===== src/rtl/core/mgr_pkg.sv =====
// Package for the gravity removal core: payload types, divider link types,
// fixed-point helpers. No dependencies.
`timescale 1ns / 1ps
package mgr_pkg;

	localparam int FracBits = 28;
	localparam int DivNumW  = 44;
	localparam int DivDenW  = 22;

	typedef enum logic [1:0] {
		CFG_TAU  = 2'd0,
		CFG_GRAV = 2'd1
	} cfg_idx_t;

	typedef struct packed {
		logic signed [15:0] quat_w;
		logic signed [15:0] quat_x;
		logic signed [15:0] quat_y;
		logic signed [15:0] quat_z;
		logic signed [23:0] accel_x;
		logic signed [23:0] accel_y;
		logic signed [23:0] accel_z;
		logic [15:0]        dt_us;
	} in_t;

	typedef struct packed {
		logic signed [23:0] motion_body_x;
		logic signed [23:0] motion_body_y;
		logic signed [23:0] motion_body_z;
		logic signed [23:0] motion_nav_x;
		logic signed [23:0] motion_nav_y;
		logic signed [23:0] motion_nav_z;
	} out_t;

	typedef struct packed {
		logic               start;
		logic [DivNumW-1:0] num;
		logic [DivDenW-1:0] den;
	} div_req_t;

	typedef struct packed {
		logic               done;
		logic [DivNumW-1:0] quot;
	} div_rsp_t;

	function automatic logic signed [33:0] rnd28(input logic signed [61:0] v);
		logic [61:0] m;
		logic [61:0] r;
		begin
			m = v[61] ? 62'(-v) : 62'(v);
			r = (m + (62'd1 << (FracBits - 1))) >> FracBits;
			rnd28 = v[61] ? -$signed(r[33:0]) : $signed(r[33:0]);
		end
	endfunction

	function automatic logic signed [23:0] sat24(input logic signed [47:0] v);
		begin
			if (v > 48'sd8388607)
				sat24 = 24'sh7fffff;
			else if (v < -48'sd8388608)
				sat24 = 24'sh800000;
			else
				sat24 = v[23:0];
		end
	endfunction

endpackage


===== src/rtl/core/mgr_div.sv =====
// Restoring unsigned divider, one quotient bit per cycle.
// Depends on mgr_pkg.
`timescale 1ns / 1ps
module mgr_div (
	input  logic              clk,
	input  logic              arst_n,
	input  mgr_pkg::div_req_t req,
	output mgr_pkg::div_rsp_t rsp
);
	logic [mgr_pkg::DivNumW-1:0] n_q;
	logic [mgr_pkg::DivDenW-1:0] d_q;
	logic [mgr_pkg::DivDenW-1:0] rem_q;
	logic [5:0]                  cnt_q;
	logic                        busy_q;
	logic                        done_q;
	logic [mgr_pkg::DivDenW:0]   trial;
	logic                        fits;

	assign trial = {rem_q, n_q[mgr_pkg::DivNumW-1]};
	assign fits  = trial >= {1'b0, d_q};

	always_ff @(posedge clk or negedge arst_n) begin
		if (!arst_n) begin
			busy_q <= 1'b0;
			done_q <= 1'b0;
			cnt_q  <= '0;
		end else begin
			done_q <= 1'b0;
			if (req.start) begin
				busy_q <= 1'b1;
				cnt_q  <= 6'(mgr_pkg::DivNumW);
			end else if (busy_q) begin
				cnt_q <= cnt_q - 6'd1;
				if (cnt_q == 6'd1) begin
					busy_q <= 1'b0;
					done_q <= 1'b1;
				end
			end
		end
	end

	always_ff @(posedge clk) begin
		if (req.start) begin
			n_q   <= req.num;
			d_q   <= req.den;
			rem_q <= '0;
		end else if (busy_q) begin
			rem_q <= fits ? mgr_pkg::DivDenW'(trial - {1'b0, d_q})
				: trial[mgr_pkg::DivDenW-1:0];
			n_q   <= {n_q[mgr_pkg::DivNumW-2:0], fits};
		end
	end

	assign rsp.done = done_q;
	assign rsp.quot = n_q;
endmodule


===== config.mk =====
export PLATFORM = sky130hd
export DESIGN_NAME = mgr_div
export DESIGN_NICKNAME = d
export VERILOG_FILES = /design/src/rtl/core/mgr_pkg.sv /design/src/rtl/core/mgr_div.sv
export SDC_FILE = /design/constraint.sdc
export NUM_CORES = 1
export LEC_CHECK = 0
export ABC_AREA = 1
export BUFFER_PORTS_ARGS = -buffer_cell sky130_fd_sc_hd__clkbuf_2
export CAP_MARGIN = 20
export CORE_UTILIZATION = 45
export CTS_CLUSTER_SIZE = 28
export DETAILED_ROUTE_END_ITERATION = 8
export PLACE_DENSITY_LB_ADDON = 0.15
export SLEW_MARGIN = 20
export SYNTH_ARGS = -nofsm -noshare
export SYNTH_HDL_FRONTEND = slang
export SYNTH_SLANG_ARGS = --single-unit
export TNS_END_PERCENT = 30

===== constraint.sdc =====
create_clock -name clk -period 5.42 [get_ports clk]
set_clock_uncertainty 0.1 [all_clocks]
set_input_delay 0.813 -clock clk [delete_from_list [all_inputs] [get_ports clk]]
set_output_delay 0.813 -clock clk [all_outputs]
set_load 0.05 [all_outputs]

Yosys cells after proc, flatten, opt, wreduce, memory -nomap -nowiden. Index checks and enable logic that the tools add are counted.

Input bits: 69. Output and inout port bits: 45. Bits in registers: 96.

Magnitude comparators: 1. Add/sub/neg operators: 2. Equal/unequal tests: 1. Reductions and logical operators: 1. Muxes and demuxes: 11.

Operator list (count): 44-bit two-way mux (2); 23-bit by 22-bit greater-or-equal comparator with 1-bit output (1); 22-bit two-way mux (1); 22-bit subtractor (1); 6-bit two-way mux (2); 6-bit by 1-bit == test with 1-bit output, second input constant (1); 1-bit two-way mux (6); 6-bit by 1-bit subtractor with 6-bit output, second input constant (1); 2-bit nonzero test (1).

Longest topological paths before layout.
Depth after elaboration: 4. Gate-level depth with buffers: 16. Depth with buffers taken out: 16.

Worst setup path after synthesis. Ideal clock, no wire load.

Kind: in2reg. From: input port req[66] (netlist name). To: register n_q[0] (netlist name), enable pin. Setup slack: 2.523 ns. Stages on the path: 3. Path buffers: 1. Arrival time: 2.370 ns. Setup time: 0.427 ns. Cell sequence: nor2_1 -> inv_1 -> clkbuf_1.

Cells in the longest elaborated chain, start to end: 1.

RTL lines: start: declaration (RTL line mgr_div.sv:7) `input mgr_pkg::div_req_t req,`; 2-bit nonzero test (no source line); end signal: assignment (RTL line mgr_div.sv:44) `n_q <= req.num;`; end signal: assignment (RTL line mgr_div.sv:50) `n_q <= {n_q[mgr_pkg::DivNumW-2:0], fits};`; end: declaration (RTL line mgr_div.sv:10) `logic [mgr_pkg::DivNumW-1:0] n_q;`.

No other way between the ends. A chain may end at the register's enable or synchronous reset.

Worst setup path after layout.
From: register d_q[14] (netlist name). To: register rem_q[6] (netlist name).

Cells in the longest elaborated chain, start to end: 2.

RTL lines: start: declaration (RTL line mgr_div.sv:11) `logic [mgr_pkg::DivDenW-1:0] d_q;`; start signal: assignment (RTL line mgr_div.sv:45) `d_q <= req.den;`; 23-bit by 22-bit greater-or-equal comparator with 1-bit output (RTL line mgr_div.sv:20) `assign fits = trial >= {1'b0, d_q};`; 22-bit two-way mux (RTL line mgr_div.sv:48) `rem_q <= fits ? mgr_pkg::DivDenW'(trial - {1'b0, d_q})`; end signal: assignment (RTL line mgr_div.sv:48); end: declaration (RTL line mgr_div.sv:12) `logic [mgr_pkg::DivDenW-1:0] rem_q;`.

No other way between the ends.

==> out/qor.txt <==
=================================================================================
Result of the run                                                    finished clean
Placement row count                                                            40
Post-synthesis instance total                                                 748
Maximum buffer depth of the clock tree                                          2
Overall die area                                                     0.01301 sq mm
Comb power frac                                                             40.3%
Die extent in x                                                          114.1 um
# port buffers                                                                113
# diodes                                                                        0
Instance count after placement with tap cells included                       1011
Antenna-violating nets left                                                     0
Worst hold slack after final layout                                      204.2 ps
Die span in y                                                            114.1 um
Clock slew seen by the registers of the worst setup and hold paths          70 ps
Slew headroom                                                              27.91%
Final Hold Viols                                                                0
Number of enable-type register cells in the synthesized netlist                66
Most common flop cell mapped by yosys                                    edfxtp_1
Minimum clock period after layout                                         2648 ps
Type of the setup path with the least slack                               reg2reg
Total gr overflow                                                               0
Number of cells on the worst reg-to-reg path                                   12
Reg2reg setup slack                                                       2770 ps
Violation count after the first detailed-route iteration                      254
Number of optimization iterations in the first detailed-route pass              5
Critical path peak fanout                                                      23
Core Box Area                                                        0.01211 sq mm
Number of violations of the max-capacitance limit                               0
Cells resized by post-CTS repair                                                0
Hold_buf cts                                                                    0
Area growth from synthesis to layout                                       17.77%
Final worst-path cycle share                                               48.86%
Syn Std Cell Area                                                    0.005653 sq mm
Final max-slew violation count                                                  0
Fraction of registers with async set or reset after synthesis              8.333%
Inserted Clock Buffers                                                          9
Mean area per synthesized cell                                        7.557 sq um
Number of levels in the clock H-tree                                            3
Arrival time at the worst endpoint                                        2740 ps
Final-layout setup total negative slack                                      0 ps
Gp weighted congestion                                                     0.9158
Data required time of the critical path                                   5520 ps
Yosys Warn Count                                                                0
Static Leak                                                              3.506 nW
Core occupancy in the finished layout                                      54.97%
Clk Latency, worst-skew pair                                               350 ps
TritonCTS Sinks                                                                96
Fraction of final layout cells with drive strength greater than 1          17.23%
Portion of total power attributed to the clock network                      25.1%
Number of synthesized register bits                                            96
Total via count in the routed design                                         4937
Setup Viol. Count Final                                                         0
Cell Count, Final, Fillers Out                                               1027
Path category of the worst min-delay check                               in2async
Maximum number of pins on one net before global-route repair                   71
Net switching component of the power                                     1.088 mW
Initial antenna violation count                                                 0
Setup repair after global routing missed its margin                         false
Drt via density                                                             4.807
Net switching share of the total power                                     39.09%
Final layout net count                                                        948
DRC violations left                                                             0
Clk Tree Root Cell                                                      clkbuf_16
Buffer count from post-CTS setup fixing                                         0
Most heavily used metal layer in global routing                              met2
Sequential share of power                                                   34.6%
Element type at the critical path start                                 flip-flop
Tightest Pin Transition                                                   1080 ps
Cell variety after synth                                                       34
Global routing met2 resource utilization                                   34.42%
Via count of the first global-routing pass                                   4801
Top Ports                                                                     114
Global-route wire length before repair                                   22430 um
Half-perimeter wire length of the detailed placement result               9508 um
CTS tree                                                                      yes
Met1 Track Usage GR                                                        28.85%
Launch instance of the worst register-to-register path                    d_q[14]
Aggregate routed wire length                                             13210 um
Maximum VDD drop                                                        0.1755 mV
Fmax                                                                    377.6 MHz
Sequential-to-total area share from yosys stat                             46.39%
Power per unit of standard cell area                                 418.3 mW/mm^2
Starting density of the core                                               46.67%
End of the worst register-to-register path                               rem_q[6]
Internal power                                                           1.696 mW
Number of nets produced by synthesis                                          842
Met3 capacity usage during global routing                                  6.458%
All-Layer GR Usage                                                         21.95%
Nature of the critical path endpoint                                    flip-flop
Avg WL per Cell                                                          12.86 um
Final-layout fill cell count                                                 1185
=================================================================================
-- state kept, by name (all words and copies together), names as in the netlist --
signal  flops
done_q      1
d_q        22
n_q        44
rem_q      22
busy_q      1
cnt_q       6
-- critical path: stages (launching register included) --
cell      delay [ps]
edfxtp_1         320
inv_1             40
ha_1             370
nand2_1          150
nor2_2            80
nand2_2           80
nor2_1            50
nand2_1           50
nand2_1           50
nor2_2           800
nand3_1          170
nand3_1          130
o21ai_0           80
-- worst max-delay path by stage --
| stage | from | endpoint | slack, ps | depth (start not counted) |
|---|---|---|---|---|
| after floorplan | req[66] | n_q[0] | 2520 | 3 |
| after CTS | d_q[14] | rem_q[6] | 2770 | 12 |
| final | d_q[14] | rem_q[6] | 2770 | 12 |
| after global placement | req[66] | rem_q[20] | 2720 | 7 |
| after detailed placement | req[66] | rem_q[3] | 2700 | 5 |
| after global routing | d_q[17] | rem_q[20] | 2500 | 14 |
-- metrics by stage --
| stage | setup WS, ps | instance area (sq um) | power (mW) |
|---|---|---|---|
| CTS | 2765 | 6651 | 2.803 |
| global placement | 2724 | 6327 | 2.080 |
| finish | 2772 | 6658 | 2.785 |
| global route | 2498 | 6658 | 2.992 |
| floorplan | 2523 | 5653 | 1.867 |
| detailed placement | 2697 | 6327 | 2.093 |
-- logic make-up after synthesis --
group / after synthesis / synth area share [%]
AOI/OAI and AO/OA: 42 / 3.962
xor gates and xnor gates: 9 / 1.395
adders and majority gates: 25 / 5.666
buffers and inverters: 136 / 9.871
DFF: 96 / 46.39
and+or+nand+nor: 440 / 32.71
-- routing by layer --
metal | up-vias | part of all wire, %
met3 | 10 | 7.0
met4 | 0 | 1.3
li1 | 2569 | -
met1 | 2214 | 47
met5 | - | 0
met2 | 144 | 45
-- synth_stat cells (all sizes together), types with 2 or more instances --
| cell type | instances | area, sq um |
|---|---|---|
| nand2 | 317 | 1212 |
| dfxtp | 22 | 440.4 |
| ha | 24 | 300.3 |
| o21bai | 2 | 15.01 |
| xnor2 | 9 | 78.83 |
| a21oi | 18 | 90.09 |
| buf | 13 | 96.33 |
| nand3 | 62 | 315.3 |
| o21ai | 19 | 98.84 |
| nand3b | 11 | 82.58 |
| clkbuf | 8 | 30.03 |
| inv | 114 | 427.9 |
| nor2 | 38 | 162.7 |
| edfxtp | 66 | 1982 |
| nor3 | 4 | 20.02 |
| nand4 | 6 | 43.79 |
| dfrtp | 8 | 200.2 |
| nor4 | 2 | 12.51 |
-- area by class of cell --
cell class	count	area [sq um]	area share [%]
Sequential cell	96	2623	39.39
Multi-Input combinational cell	516	2480	37.25
Timing Repair Buffer	116	588.1	8.833
Inverter	115	432.9	6.503
Clock buffer	12	246.5	3.702
Tap cell	168	210.2	3.157
Clock inverter	4	77.57	1.165
-- cell usage in the layout, fill, tap and decap left out, drive strengths merged, types with 11 or more instances in the layout --
master and instances:
a21oi 18, clkbuf 125, dfxtp 22, edfxtp 66, ha 24, inv 114
nand2 317, nand3 62, nand3b 11, nor2 38, o21ai 19
-- power by group through the flow --
stage | registers (mW) | clock network (mW) | logic, mW
final | 0.963 | 0.700 | 1.12
after global routing | 0.977 | 0.741 | 1.27
after CTS | 0.963 | 0.718 | 1.12
after detailed placement | 0.977 | 0 | 1.12
after global placement | 0.975 | 0 | 1.10
after floorplan | 1.08 | 0 | 0.787
Note: power is estimated with default switching activity, not from simulation.
